$ cat config.mk
export PLATFORM = sky130hd
export DESIGN_NAME = can_frame_serializer
export DESIGN_NICKNAME = d
export VERILOG_FILES = /design/src/hw/rtl/cfs_pkg.sv /design/src/hw/rtl/cfs_packer.sv /design/src/hw/rtl/can_frame_serializer.sv
export SDC_FILE = /design/constraint.sdc
export NUM_CORES = 1
export LEC_CHECK = 0
export ABC_CLOCK_PERIOD_IN_PS = 5600
export BUFFER_PORTS_ARGS = -buffer_cell sky130_fd_sc_hd__buf_2
export CAP_MARGIN = 20
export CELL_PAD_IN_SITES_DETAIL_PLACEMENT = 2
export CELL_PAD_IN_SITES_GLOBAL_PLACEMENT = 2
export CORE_MARGIN = 2
export CORE_UTILIZATION = 38
export CTS_BUF_LIST = sky130_fd_sc_hd__clkbuf_4
export DETAILED_ROUTE_END_ITERATION = 10
export MAX_ROUTING_LAYER = met4
export PLACE_DENSITY_LB_ADDON = 0.08
export RECOVER_POWER = 25
export SYNTH_ARGS = -nofsm -noshare
export SYNTH_HDL_FRONTEND = slang
export SYNTH_SLANG_ARGS = --single-unit
$ cat constraint.sdc
create_clock -name clk -period 5.6 [get_ports clk]
set_input_delay 1.4 -clock clk [delete_from_list [all_inputs] [get_ports clk]]
set_output_delay 1.4 -clock clk [all_outputs]
set_load 0.005 [all_outputs]
$ cat src/hw/rtl/cfs_pkg.sv
// Package for the CAN frame serializer: request and chunk payload types,
// frame layout constants and the sequencer state type. No dependencies.
package cfs_pkg;

	localparam int MaxDataBytes = 8;
	localparam int HdrExtBits   = 39;
	localparam int HdrStdBits   = 19;
	localparam int CrcBits      = 15;
	localparam int TailBits     = 10;
	localparam int RunLimit     = 5;

	localparam logic [14:0] CrcPoly = 15'h4599;

	typedef struct packed {
		logic [10:0] base_id;
		logic [17:0] ext_id;
		logic        extended;
		logic        remote;
		logic [3:0]  dlc;
		logic [63:0] payload;
	} req_t;

	typedef struct packed {
		logic [7:0]  chunk;
		logic [3:0]  chunk_bits;
		logic        last;
		logic [14:0] crc_value;
		logic [7:0]  total_bits;
	} rsp_t;

	// one wire bit handed from the sequencer to the packer
	typedef struct packed {
		logic push;
		logic value;
		logic final_bit;
	} wire_bit_t;

	typedef enum logic [2:0] {
		PH_IDLE,
		PH_HDR,
		PH_DATA,
		PH_CRC,
		PH_TAIL
	} phase_t;

endpackage

$ cat src/hw/rtl/cfs_packer.sv
// Packs the serial wire bits of a frame into left-aligned 8-bit chunks
// and holds each chunk in the output register. Depends on cfs_pkg.
module cfs_packer (
	input  logic              clk,
	input  logic              arst_n,
	input  cfs_pkg::wire_bit_t wbit,
	input  logic [14:0]       crc,
	output logic              ready,
	output logic              rsp_valid,
	input  logic              rsp_stall,
	output cfs_pkg::rsp_t     rsp
);
	import cfs_pkg::*;

	logic [7:0] buf_q;
	logic [2:0] nb_q;
	logic [7:0] tot_q;
	logic       valid_q;
	rsp_t       rsp_q;
	logic [7:0] buf_d;
	logic       emit;

	assign ready     = !valid_q || !rsp_stall;
	assign rsp_valid = valid_q;
	assign rsp       = rsp_q;

	always_comb begin
		buf_d        = buf_q;
		buf_d[~nb_q] = wbit.value;
	end

	assign emit = wbit.push && ((nb_q == 3'd7) || wbit.final_bit);

	always_ff @(posedge clk or negedge arst_n) begin
		if (!arst_n) begin
			buf_q   <= '0;
			nb_q    <= '0;
			tot_q   <= '0;
			valid_q <= 1'b0;
		end else begin
			if (wbit.push) begin
				if (emit) begin
					buf_q <= '0;
					nb_q  <= '0;
				end else begin
					buf_q <= buf_d;
					nb_q  <= nb_q + 3'd1;
				end
				tot_q <= wbit.final_bit ? 8'd0 : tot_q + 8'd1;
			end
			if (emit) begin
				valid_q <= 1'b1;
			end else if (!rsp_stall) begin
				valid_q <= 1'b0;
			end
		end
	end

	always_ff @(posedge clk) begin
		if (emit) begin
			rsp_q.chunk      <= buf_d;
			rsp_q.chunk_bits <= {1'b0, nb_q} + 4'd1;
			rsp_q.last       <= wbit.final_bit;
			rsp_q.crc_value  <= wbit.final_bit ? crc : 15'd0;
			rsp_q.total_bits <= wbit.final_bit ? tot_q + 8'd1 : 8'd0;
		end
	end

endmodule

$ cat src/hw/rtl/can_frame_serializer.sv
// Top level of the CAN 2.0 frame serializer: bit sequencer, CRC-15 and
// bit stuffing. Depends on cfs_pkg and cfs_packer.
//
// Usage:
//   req channel (req_valid, req_stall, req) takes one message request:
//   identifiers, format flags, dlc and up to eight payload bytes.
//   rsp channel (rsp_valid, rsp_stall, rsp) returns the stuffed wire bits
//   of the frame in chunks of up to 8 bits, first bit in bit 7, with last,
//   crc_value and total_bits set on the final chunk.
// Timing:
//   One wire bit is produced per cycle, stuff bits included, while the
//   output is not stalled; a frame holds 44 to 157 stuffed bits. Each chunk
//   is registered and appears in the cycle after its last bit. The next
//   request is taken in the cycle after the final EOF bit, and none is
//   taken while a frame is in progress; the sequencer sets the rate.
// Reset and stall:
//   Reset empties the sequencer and the output register; req_stall is high
//   while a frame is in progress. While a chunk is held by rsp_stall the
//   sequencer freezes, so no bit is lost.
module can_frame_serializer (
	input  logic          clk,
	input  logic          arst_n,
	input  logic          req_valid,
	output logic          req_stall,
	input  cfs_pkg::req_t req,
	output logic          rsp_valid,
	input  logic          rsp_stall,
	output cfs_pkg::rsp_t rsp
);
	import cfs_pkg::*;

	phase_t      state_q, state_d;
	logic [38:0] hdr_q;
	logic [63:0] pay_q;
	logic [5:0]  cnt_q;
	logic [5:0]  dcnt_q;
	logic        has_data_q;
	logic [14:0] crc_q;
	logic [2:0]  run_q;
	logic        prev_q;

	logic        accept;
	logic        adv;
	logic        stuff_now;
	logic        src_bit;
	logic        feed_crc;
	logic        field_end;
	logic        fb;
	logic [14:0] crc_d;
	logic [3:0]  nbytes;
	logic [6:0]  dbits;
	wire_bit_t   wbit;
	logic        pk_ready;

	assign req_stall = (state_q != PH_IDLE);
	assign accept    = req_valid && (state_q == PH_IDLE);
	assign adv       = pk_ready && (state_q != PH_IDLE);
	assign stuff_now = (run_q == 3'(RunLimit));
	assign field_end = (cnt_q == 6'd0) && !stuff_now;

	assign nbytes = (req.dlc > 4'(MaxDataBytes)) ? 4'(MaxDataBytes) : req.dlc;
	assign dbits  = {nbytes, 3'b000};

	assign fb    = src_bit ^ crc_q[14];
	assign crc_d = {crc_q[13:0], 1'b0} ^ (fb ? CrcPoly : 15'd0);

	// next state
	always_comb begin
		state_d = state_q;
		unique case (state_q)
			PH_IDLE: begin
				if (accept) state_d = PH_HDR;
			end
			PH_HDR: begin
				if (adv && field_end) state_d = has_data_q ? PH_DATA : PH_CRC;
			end
			PH_DATA: begin
				if (adv && field_end) state_d = PH_CRC;
			end
			PH_CRC: begin
				if (adv && field_end) state_d = PH_TAIL;
			end
			PH_TAIL: begin
				if (adv && field_end) state_d = PH_IDLE;
			end
			default: state_d = PH_IDLE;
		endcase
	end

	// outputs
	always_comb begin
		src_bit        = 1'b1;
		feed_crc       = 1'b0;
		wbit.push      = adv;
		wbit.final_bit = 1'b0;
		unique case (state_q)
			PH_IDLE: begin
				wbit.push = 1'b0;
			end
			PH_HDR: begin
				src_bit  = hdr_q[38];
				feed_crc = !stuff_now;
			end
			PH_DATA: begin
				src_bit  = pay_q[63];
				feed_crc = !stuff_now;
			end
			PH_CRC: begin
				src_bit = hdr_q[38];
			end
			PH_TAIL: begin
				src_bit        = 1'b1;
				wbit.final_bit = adv && field_end;
			end
			default: wbit.push = 1'b0;
		endcase
		wbit.value = stuff_now ? !prev_q : src_bit;
	end

	always_ff @(posedge clk or negedge arst_n) begin
		if (!arst_n) begin
			state_q <= PH_IDLE;
			run_q   <= '0;
			prev_q  <= 1'b0;
			crc_q   <= '0;
		end else begin
			state_q <= state_d;
			if (accept) begin
				run_q  <= '0;
				prev_q <= 1'b0;
				crc_q  <= '0;
			end else if (adv) begin
				if (stuff_now) begin
					run_q  <= 3'd1;
					prev_q <= !prev_q;
				end else if (state_q != PH_TAIL) begin
					run_q  <= (run_q != 3'd0 && src_bit == prev_q) ? run_q + 3'd1 : 3'd1;
					prev_q <= src_bit;
				end else if (field_end) begin
					run_q <= '0;
				end
				if (feed_crc) crc_q <= crc_d;
			end
		end
	end

	always_ff @(posedge clk) begin
		if (accept) begin
			if (req.extended) begin
				hdr_q <= {1'b0, req.base_id, 1'b1, 1'b1, req.ext_id, req.remote,
					2'b00, req.dlc};
				cnt_q <= 6'(HdrExtBits - 1);
			end else begin
				hdr_q <= {1'b0, req.base_id, req.remote, 2'b00, req.dlc,
					20'd0};
				cnt_q <= 6'(HdrStdBits - 1);
			end
			pay_q      <= req.payload;
			dcnt_q     <= 6'(dbits - 7'd1);
			has_data_q <= !req.remote && (nbytes != 4'd0);
		end else if (adv && !stuff_now) begin
			cnt_q <= cnt_q - 6'd1;
			unique case (state_q)
				PH_HDR: begin
					hdr_q <= {hdr_q[37:0], 1'b0};
					if (field_end) begin
						if (has_data_q) begin
							cnt_q <= dcnt_q;
						end else begin
							hdr_q <= {crc_d, 24'd0};
							cnt_q <= 6'(CrcBits - 1);
						end
					end
				end
				PH_DATA: begin
					pay_q <= {pay_q[62:0], 1'b0};
					if (field_end) begin
						hdr_q <= {crc_d, 24'd0};
						cnt_q <= 6'(CrcBits - 1);
					end
				end
				PH_CRC: begin
					hdr_q <= {hdr_q[37:0], 1'b0};
					if (field_end) cnt_q <= 6'(TailBits - 1);
				end
				PH_TAIL: begin
				end
				default: begin
				end
			endcase
		end
	end

	cfs_packer u_packer (
		.clk       (clk),
		.arst_n    (arst_n),
		.wbit      (wbit),
		.crc       (crc_q),
		.ready     (pk_ready),
		.rsp_valid (rsp_valid),
		.rsp_stall (rsp_stall),
		.rsp       (rsp)
	);

	a_run_bound: assert property (@(posedge clk) disable iff (!arst_n)
		run_q <= 3'(RunLimit))
		else $error("run length beyond stuffing limit");

	a_final_in_tail: assert property (@(posedge clk) disable iff (!arst_n)
		wbit.final_bit |-> (state_q == PH_TAIL) && wbit.push)
		else $error("final bit outside tail");

	a_freeze: assert property (@(posedge clk) disable iff (!arst_n)
		(!pk_ready && state_q != PH_IDLE) |=> $stable(state_q) && $stable(cnt_q))
		else $error("sequencer advanced while output held");

	a_last_total: assert property (@(posedge clk) disable iff (!arst_n)
		(rsp_valid && rsp.last) |-> (rsp.total_bits != 8'd0))
		else $error("last chunk without frame length");

endmodule
==> results of run 1 <==
-- report_power, final --
part | total [uW] | internal, uW | leakage, uW | switching (uW)
combinational | 1530 | 581 | 0.00206 | 945
sequential | 2370 | 2100 | 0.00195 | 273
clock | 770 | 243 | 0.000152 | 526
-- flip-flops by register name (all words and copies together) (netlist names) --
register,count
u_packer.buf_q,8
dcnt_q,3
hdr_q,39
u_packer.rsp_valid,1
u_packer.nb_q,3
u_packer.tot_q,8
u_packer.rsp,36
crc_q,15
state_q,3
has_data_q,1
cnt_q,6
prev_q,1
run_q,3
pay_q,64
-- routing by layer --
layer,vias up,share of wire,track usage
li1,2981,-,-
met5,-,0,-
met2,113,0.50,0.318
met1,3133,0.46,0.255
met4,0,0.0090,0.0450
met3,12,0.026,0.0280
-- path summary, 6_finish.rpt --
path | start | slack [ns] | to
hold reg to reg | u_packer.buf_q[5] | 0.52 | u_packer.buf_q[5]
setup / recovery | state_q[0] | 1.68 | run_q[2]
hold / removal | u_packer.buf_q[5] | 0.52 | u_packer.buf_q[5]
min in group asynchronous | arst_n | 0.83 | u_packer.buf_q[2]
setup reg to reg | state_q[0] | 1.68 | run_q[2]
max in group asynchronous | arst_n | 2.72 | crc_q[14]
-- metrics by stage --
step	hold WS (ns)	instance area [um2]	std cells
after floorplan	0.456	8640	780
after global placement	0.470	9610	1172
after detailed placement	0.478	9610	1172
after CTS	0.520	9890	1204
after global routing	0.536	9850	1206
final	0.518	9850	1206
-- synth_stat cells (11+ instances only) --
| cell | n | area share |
|---|---|---|
| sky130_fd_sc_hd__and2_1 | 21 | 0.015 |
| sky130_fd_sc_hd__nand2_1 | 253 | 0.11 |
| sky130_fd_sc_hd__nor3_1 | 11 | 0.0064 |
| sky130_fd_sc_hd__xor2_1 | 11 | 0.011 |
| sky130_fd_sc_hd__a21oi_1 | 15 | 0.0087 |
| sky130_fd_sc_hd__nand3_1 | 16 | 0.0093 |
| sky130_fd_sc_hd__nor2_1 | 38 | 0.017 |
| sky130_fd_sc_hd__buf_2 | 12 | 0.0070 |
| sky130_fd_sc_hd__clkbuf_1 | 20 | 0.0087 |
| sky130_fd_sc_hd__o21ai_0 | 36 | 0.021 |
| sky130_fd_sc_hd__edfxtp_1 | 149 | 0.52 |
| sky130_fd_sc_hd__a22o_1 | 22 | 0.022 |
| sky130_fd_sc_hd__inv_1 | 22 | 0.0096 |
| sky130_fd_sc_hd__dfrtp_1 | 42 | 0.12 |
-- cell usage in the layout, fill, tap and decap left out, types with 3 or more instances in the layout --
cell and n:
sky130_fd_sc_hd__a211oi_1 7, sky130_fd_sc_hd__a21o_1 6, sky130_fd_sc_hd__a21oi_1 15, sky130_fd_sc_hd__a221o_1 6, sky130_fd_sc_hd__a221oi_1 3, sky130_fd_sc_hd__a22o_1 22, sky130_fd_sc_hd__and2_1 19, sky130_fd_sc_hd__and3_1 4
sky130_fd_sc_hd__buf_2 138, sky130_fd_sc_hd__buf_4 6, sky130_fd_sc_hd__clkbuf_1 4, sky130_fd_sc_hd__clkbuf_4 18, sky130_fd_sc_hd__clkinv_4 3, sky130_fd_sc_hd__dfrtp_1 42, sky130_fd_sc_hd__edfxtp_1 149, sky130_fd_sc_hd__ha_1 8
sky130_fd_sc_hd__inv_1 22, sky130_fd_sc_hd__inv_6 3, sky130_fd_sc_hd__inv_8 3, sky130_fd_sc_hd__mux2i_1 5, sky130_fd_sc_hd__nand2_1 252, sky130_fd_sc_hd__nand2b_1 5, sky130_fd_sc_hd__nand3_1 16, sky130_fd_sc_hd__nor2_1 37
sky130_fd_sc_hd__nor3_1 12, sky130_fd_sc_hd__o21ai_0 37, sky130_fd_sc_hd__o22ai_1 3, sky130_fd_sc_hd__o2bb2ai_1 6, sky130_fd_sc_hd__o31ai_1 6, sky130_fd_sc_hd__or3_1 4, sky130_fd_sc_hd__xnor2_1 8, sky130_fd_sc_hd__xor2_1 11
-- worst max-delay path, stage by stage, from the launching register on --
cell and delay, ns:
sky130_fd_sc_hd__dfrtp_1 0.55, sky130_fd_sc_hd__nor3_1 0.81, sky130_fd_sc_hd__nand2_4 0.07, sky130_fd_sc_hd__inv_1 0.18
sky130_fd_sc_hd__clkbuf_1 1.20, sky130_fd_sc_hd__o32ai_1 0.51, sky130_fd_sc_hd__nor4_1 0.42, sky130_fd_sc_hd__a211o_1 0.15
-- cells by family after synthesis --
family / Yosys count / share of synthesized area
AO/OA/AOI/OAI: 124 / 0.103
buffers and inverters: 62 / 0.0309
flip-flops: 191 / 0.640
XOR/XNOR: 21 / 0.0243
adder cells (fa/ha/maj): 8 / 0.0116
multiplexers: 6 / 0.00710
AND/OR/NAND/NOR: 368 / 0.183
-- final cells by class --
type / count / share of cell area
Antenna cell: 1 / 0.000254
Clock buffer: 18 / 0.0137
Clock inverter: 14 / 0.0155
Inverter: 22 / 0.00839
Multi-Input combinational cell: 527 / 0.288
Sequential cell: 191 / 0.561
Tap cell: 285 / 0.0362
Timing Repair Buffer: 148 / 0.0762
==> impl_table.tex, run 1 <==
\begin{tabular}{lr}
\hline
Metric & Value \\
\hline
\multicolumn{2}{l}{\textbf{Run status}} \\
Result of the run & finished, violations left \\
Violated checks & capacitance limit, slew limit \\
\multicolumn{2}{l}{\textbf{Clocking}} \\
Number of buffers inserted to repair setup after CTS & 0 \\
Hold\_buf cts & 0 \\
TritonCTS buffer count & 17 \\
Clock tree from TritonCTS & yes \\
Count of cells resized by post-cts repair & 0 \\
Maximum level of the CTS H-tree & 4 \\
Clock Sink Count & roughly 190 \\
Clock input transition at the sequential cells of the worst setup and hold paths & 0.16 ns \\
Clock tree root buffer cell & sky130\_fd\_sc\_hd\_\_clkbuf\_4 \\
Latest clock arrival within the worst-skew pair & between 0.5 and 0.6 ns \\
Maximum number of buffers from clock root to sink & 2 \\
\multicolumn{2}{l}{\textbf{Global routing}} \\
Combined global-route utilization of all metal layers & 0.193 \\
Vias in the first global route & 6798 \\
Initial antenna violation count & 1 \\
Pin count of the biggest net entering global routing & between 90 and 100 \\
Total congestion overflow after global routing & 0 \\
Wire length of the first global-routing pass & 35700 um \\
\multicolumn{2}{l}{\textbf{Die}} \\
Core area & 22500 um2 \\
Effective utilization at floorplan & 0.384 \\
Die width & 155 um \\
Number of placement rows & 55 \\
Vertical die dimension & $\sim$150 um \\
Area of the die & around 24000 um2 \\
Total I/O pin count & between 100 and 150 \\
\multicolumn{2}{l}{\textbf{Drt}} \\
Vias per cell & 5.17 \\
Count of antenna-violating nets left after detailed routing & 0 \\
\# DRC & 0 \\
DRC marker count from the first detailed-route iteration & 251 \\
Final Routed Wirelength & between 20000 and 25000 um \\
Count of TritonRoute iterations in the first routing pass & 5 \\
Post-DR wirelength/cell & $\sim$18 um \\
Routed via count & between 6000 and 7000 \\
\multicolumn{2}{l}{\textbf{Critical path}} \\
Critical Path Start Type & register \\
Worst-path fanout max & 36 \\
Worst path required time & 6.13 ns \\
Worst endpoint data arrival time & $\sim$4.5 ns \\
Type of the worst setup path & register to register \\
Depth of the most critical reg-to-reg path & 7 \\
Critical Path Sink Type & register \\
\multicolumn{2}{l}{\textbf{Yosys}} \\
Most used flip-flop cell after synthesis & sky130\_fd\_sc\_hd\_\_edfxtp\_1 \\
Sequential area share after synthesis & 0.640 \\
Average size of a mapped cell & 11.1 um2 \\
Ys async rst share & 0.220 \\
Library cells used by synthesis & 58 \\
Synthesized netlist net count & around 900 \\
Number of flops mapped to enable cells by yosys & 149 \\
Combined area of all synthesized cells & 8640 um2 \\
Gate Count Post-Synth & 780 \\
Post-synthesis register bit count & 191 \\
Synth warn & 0 \\
\multicolumn{2}{l}{\textbf{STA}} \\
Final sum of negative setup slack & 0 ns \\
Skew final & 0.0320 ns \\
Min Tclk post-route & 3.92 ns \\
Total count of max-transition violations in the final report & 69 \\
Fraction of the cycle the final worst path needs & 0.700 \\
Worst Tran Pin Value & 1.72 ns \\
\# setup viols final & 0 \\
Relative max-transition margin & -0.144 \\
Post-route worst setup slack & 1.68 ns \\
Highest clock rate & 255 MHz \\
Hold violation count in the final report & 0 \\
Unrepaired setup endpoints after global routing & false \\
\multicolumn{2}{l}{\textbf{Final layout}} \\
Combined area of the multi-input logic cells & 2840 um2 \\
Share of cells above drive strength 1 & 0.207 \\
Area overhead of the layout relative to synthesis & 14.0\% \\
Final Net Count & 1018 \\
Footprint of the flip-flops and latches & 5530 um2 \\
Final design utilization & 0.438 \\
Filler Cell Count & $\sim$2400 \\
\multicolumn{2}{l}{\textbf{Power and ir drop}} \\
Maximum vdd drop & 155 uV \\
Power density over the cells & between 400 and 500 nW/um2 \\
Overall power consumption & 4660 uW \\
Cell leakage power & 0.00416 uW \\
\multicolumn{2}{l}{\textbf{Run}} \\
Max Cap Violations & 2 \\
\multicolumn{2}{l}{\textbf{Hold path}} \\
Worst Hold Class & register to register \\
Cell count of the worst hold path & 1 \\
\multicolumn{2}{l}{\textbf{Placement}} \\
DP HPWL & 15700 um \\
Routability Congestion & between 0.8 and 0.9 \\
Dpl ws & between 1 and 1.5 ns \\
Count of port buffers added during placement & 140 \\
\hline
\end{tabular}
Note: power is estimated with default switching activity, not from simulation.
==> inputs of run 2 (changes only) <==
--- a/config.mk
+++ b/config.mk
@@ -5,13 +5,13 @@
 export SDC_FILE = /design/constraint.sdc
 export NUM_CORES = 1
 export LEC_CHECK = 0
-export ABC_CLOCK_PERIOD_IN_PS = 5600
+export ABC_CLOCK_PERIOD_IN_PS = 3200
 export BUFFER_PORTS_ARGS = -buffer_cell sky130_fd_sc_hd__buf_2
 export CAP_MARGIN = 20
 export CELL_PAD_IN_SITES_DETAIL_PLACEMENT = 2
 export CELL_PAD_IN_SITES_GLOBAL_PLACEMENT = 2
 export CORE_MARGIN = 2
-export CORE_UTILIZATION = 38
+export CORE_UTILIZATION = 34
 export CTS_BUF_LIST = sky130_fd_sc_hd__clkbuf_4
 export DETAILED_ROUTE_END_ITERATION = 10
 export MAX_ROUTING_LAYER = met4
==> constraint.sdc (replaced) <==
create_clock -name clk -period 3.2 [get_ports clk]
set_input_delay 0.8 -clock clk [delete_from_list [all_inputs] [get_ports clk]]
set_output_delay 0.8 -clock clk [all_outputs]
set_load 0.005 [all_outputs]
==> run 2 against run 1 <==
  * The flow now finishes without violations
  * Flip-flop and latch count stayed put
  * Sequential power rose by 75%
  * Via count increased by 0.16%
  * Clock skew shrank 0.0019 ns
  * Register-to-register slack worse by 1.2 ns
  * Routed wire length is 5.1% higher
  * Sequential share of layout area decreased by 0.73 points
  * Die area grew 11%
  * Count of clock-buffer cells in the layout is 1 higher
  * Core utilization decreased by 3.9 points
  * Fmax grew 46%
  * Critical endpoint is now u_packer.tot_q[0]
  * Largest cell class unchanged
==> impl_table.tex, run 2 (synthesized netlist as in run 1, its figures left out) <==
\begin{tabular}{lr}
\hline
Metric & Value \\
\hline
\multicolumn{2}{l}{\textbf{Die}} \\
Area of the die & 26700 um2 (was 23900 um2) \\
Number of placement rows & 58 (was 55) \\
Effective utilization at floorplan & 0.345 (was 0.384) \\
Total I/O pin count & 141 (unchanged) \\
Core area & 25000 um2 (was 22500 um2) \\
Die width & 163 um (was 155 um) \\
Vertical die dimension & 163 um (was 155 um) \\
\multicolumn{2}{l}{\textbf{STA}} \\
Fraction of the cycle the final worst path needs & 0.841 (was 0.700) \\
Hold violation count in the final report & 0 (unchanged) \\
Skew final & 0.0300 ns (was 0.0320 ns) \\
\# setup viols final & 0 (unchanged) \\
Post-Route Hold Slack & 0.371 ns (was 0.518 ns) \\
Unrepaired setup endpoints after global routing & false (unchanged) \\
Total count of max-transition violations in the final report & 0 (was 69) \\
Highest clock rate & 372 MHz (was 255 MHz) \\
Min Tclk post-route & 2.69 ns (was 3.92 ns) \\
Post-route worst setup slack & 0.509 ns (was 1.68 ns) \\
Final sum of negative setup slack & 0 ns (unchanged) \\
Worst Tran Pin Value & 1.10 ns (was 1.72 ns) \\
Relative max-transition margin & 0.266 (was -0.144) \\
\multicolumn{2}{l}{\textbf{Placement}} \\
Inst Count DP & 1223 (was 1172) \\
Instance area at placement & 9740 um2 (was 9610 um2) \\
Count of port buffers added during placement & 140 (unchanged) \\
DP HPWL & 16500 um (was 15700 um) \\
Dpl ws & 0.450 ns (was 1.27 ns) \\
Routability Congestion & 0.801 (was 0.814) \\
\multicolumn{2}{l}{\textbf{Power and ir drop}} \\
Maximum vdd drop & 248 uV (was 155 uV) \\
Power density over the cells & 819 nW/um2 (was 474 nW/um2) \\
Cell leakage power & 0.00415 uW (was 0.00416 uW) \\
\multicolumn{2}{l}{\textbf{Clocking}} \\
Count of cells resized by post-cts repair & 0 (unchanged) \\
Maximum level of the CTS H-tree & 4 (unchanged) \\
Clock input transition at the sequential cells of the worst setup and hold paths & 0.18 ns (was 0.16 ns) \\
Maximum number of buffers from clock root to sink & 2 (unchanged) \\
Clock tree from TritonCTS & yes (unchanged) \\
Number of buffers inserted to repair setup after CTS & 0 (unchanged) \\
Hold\_buf cts & 0 (unchanged) \\
Clock Sink Count & 191 (unchanged) \\
TritonCTS buffer count & 17 (unchanged) \\
Clock tree root buffer cell & sky130\_fd\_sc\_hd\_\_clkbuf\_4 (unchanged) \\
Latest clock arrival within the worst-skew pair & 0.59 ns (about the same) \\
\multicolumn{2}{l}{\textbf{Critical path}} \\
Worst path cell trace & inv\_1, ha\_1, a211oi\_2, nand4\_2, or2\_1, inv\_1, buf\_4, nor2\_1, mux2\_2 (was nor3\_1, nand2\_4, inv\_1, clkbuf\_1, o32ai\_1, nor4\_1, a211o\_1) \\
Slowest cell delay on critical path & 0.44 ns (was 1.20 ns) \\
Worst-path fanout max & 22 (was 36) \\
CP most frequent cell & sky130\_fd\_sc\_hd\_\_inv\_1 \\
Critical Path Sink Type & register (unchanged) \\
Worst endpoint data arrival time & 3.17 ns (was 4.46 ns) \\
Worst path required time & 3.68 ns (was 6.13 ns) \\
Critical-path cell with the highest stage delay & sky130\_fd\_sc\_hd\_\_or2\_1 (was sky130\_fd\_sc\_hd\_\_clkbuf\_1) \\
Critical Path Start Type & register (unchanged) \\
Sum of buffers and inverters on the critical path & 3 (was 2) \\
Type of the worst setup path & register to register (unchanged) \\
CP top delay family & simple AND/OR/NAND/NOR gates (was buffers and inverters) \\
\multicolumn{2}{l}{\textbf{Final layout}} \\
Final design area excluding fillers & 9970 um2 (was 9850 um2) \\
Register containing the most flip-flops in the final layout & pay\_q (unchanged) \\
Commonest cells after routing, fill and taps aside & sky130\_fd\_sc\_hd\_\_nand2\_1, sky130\_fd\_sc\_hd\_\_edfxtp\_1, sky130\_fd\_sc\_hd\_\_buf\_2 (unchanged) \\
Layout Cells excl Fill & 1262 (was 1206) \\
Final Net Count & 1023 (was 1018) \\
Area overhead of the layout relative to synthesis & 15.5\% (was 14.0\%) \\
Largest register FFs & 64 (unchanged) \\
Commonest non-fill, non-tap cell in the layout & sky130\_fd\_sc\_hd\_\_nand2\_1 (unchanged) \\
Share of cells above drive strength 1 & 0.190 (was 0.207) \\
\multicolumn{2}{l}{\textbf{Run status}} \\
Result of the run & finished, final reports clean (was finished, violations left) \\
\multicolumn{2}{l}{\textbf{Global routing}} \\
Wire length of the first global-routing pass & 37300 um (was 35700 um) \\
Total congestion overflow after global routing & 0 (unchanged) \\
Initial antenna violation count & 7 (was 1) \\
Vias in the first global route & 6865 (was 6798) \\
Pin count of the biggest net entering global routing & 65 (was 93) \\
Combined global-route utilization of all metal layers & 0.186 (was 0.193) \\
\multicolumn{2}{l}{\textbf{Drt}} \\
Final Routed Wirelength & 23000 um (was 21900 um) \\
Routed via count & 6249 (was 6239) \\
Vias per cell & 4.95 (was 5.17) \\
Count of TritonRoute iterations in the first routing pass & 4 (was 5) \\
DRC marker count from the first detailed-route iteration & 295 (was 251) \\
\# DRC & 0 (unchanged) \\
Post-DR wirelength/cell & 18.3 um (was 18.2 um) \\
Count of antenna-violating nets left after detailed routing & 0 (unchanged) \\
\multicolumn{2}{l}{\textbf{Hold path}} \\
Worst Hold Class & input port to asynchronous set/reset pin (was register to register) \\
\multicolumn{2}{l}{\textbf{Run}} \\
Max Cap Violations & 0 (was 2) \\
\hline
\end{tabular}
==> run 2: cell count changes in the layout (fill, tap and decap cells not counted), sizes merged <==
cell | previous run | this run
buf | 144 | 126
bufinv | 1 | 0
clkbuf | 22 | 46
clkinv | 5 | 4
clkinvlp | 2 | 3
diode | 1 | 7
==> run 2: routing by layer <==
layer / wire length [um] / vias up / global-route usage
li1: - / 3001 / -
met1: 10400 / 3124 / 0.234
met2: 11500 / 113 / 0.308
met3: 914 / 11 / 0.0394
met4: 223 / 0 / 0.0434
met5: 0 / - / -
==> run 2: final timing paths <==
| check | from | cells after the start | slack (ns) | to |
|---|---|---|---|---|
| min | arst_n | 1 | 0.37 | u_packer.buf_q[0] |
| max reg2reg | run_q[1] | 9 | 0.51 | u_packer.tot_q[0] |
| min reg2reg | u_packer.buf_q[4] | 1 | 0.52 | u_packer.buf_q[4] |
| max in group asynchronous | arst_n | 2 | 1.45 | crc_q[1] |
| min in group clk | req[32] | 3 | 0.44 | pay_q[32] |
| max | run_q[1] | 9 | 0.51 | u_packer.tot_q[0] |
==> run 2: power by group <==
group | internal, uW | leakage [uW] | total, uW | switching, uW
Combinational | 1060 | 0.00206 | 2700 | 1640
Sequential | 3660 | 0.00195 | 4150 | 488
Clock | 360 | 0.000140 | 1320 | 961
==> run 2: final cells by class <==
| cell class | instances | area [um2] |
|---|---|---|
| Antenna cell | 7 | 17.5 |
| Multi-Input combinational cell | 527 | 2870 |
| Inverter | 22 | 82.6 |
| Sequential cell | 191 | 5530 |
| Fill cell | 2742 | 15100 |
| Tap cell | 330 | 413 |
| Clock inverter | 13 | 128 |
| Timing Repair Buffer | 153 | 797 |
| Clock buffer | 19 | 143 |
==> run 2: per-stage QoR <==
stage / power (uW) / util
floorplan: 6000 / -
global placement: 6780 / 0.389
detailed placement: 7000 / 0.389
CTS: 8350 / 0.400
global route: 8810 / 0.398
finish: 8170 / 0.398
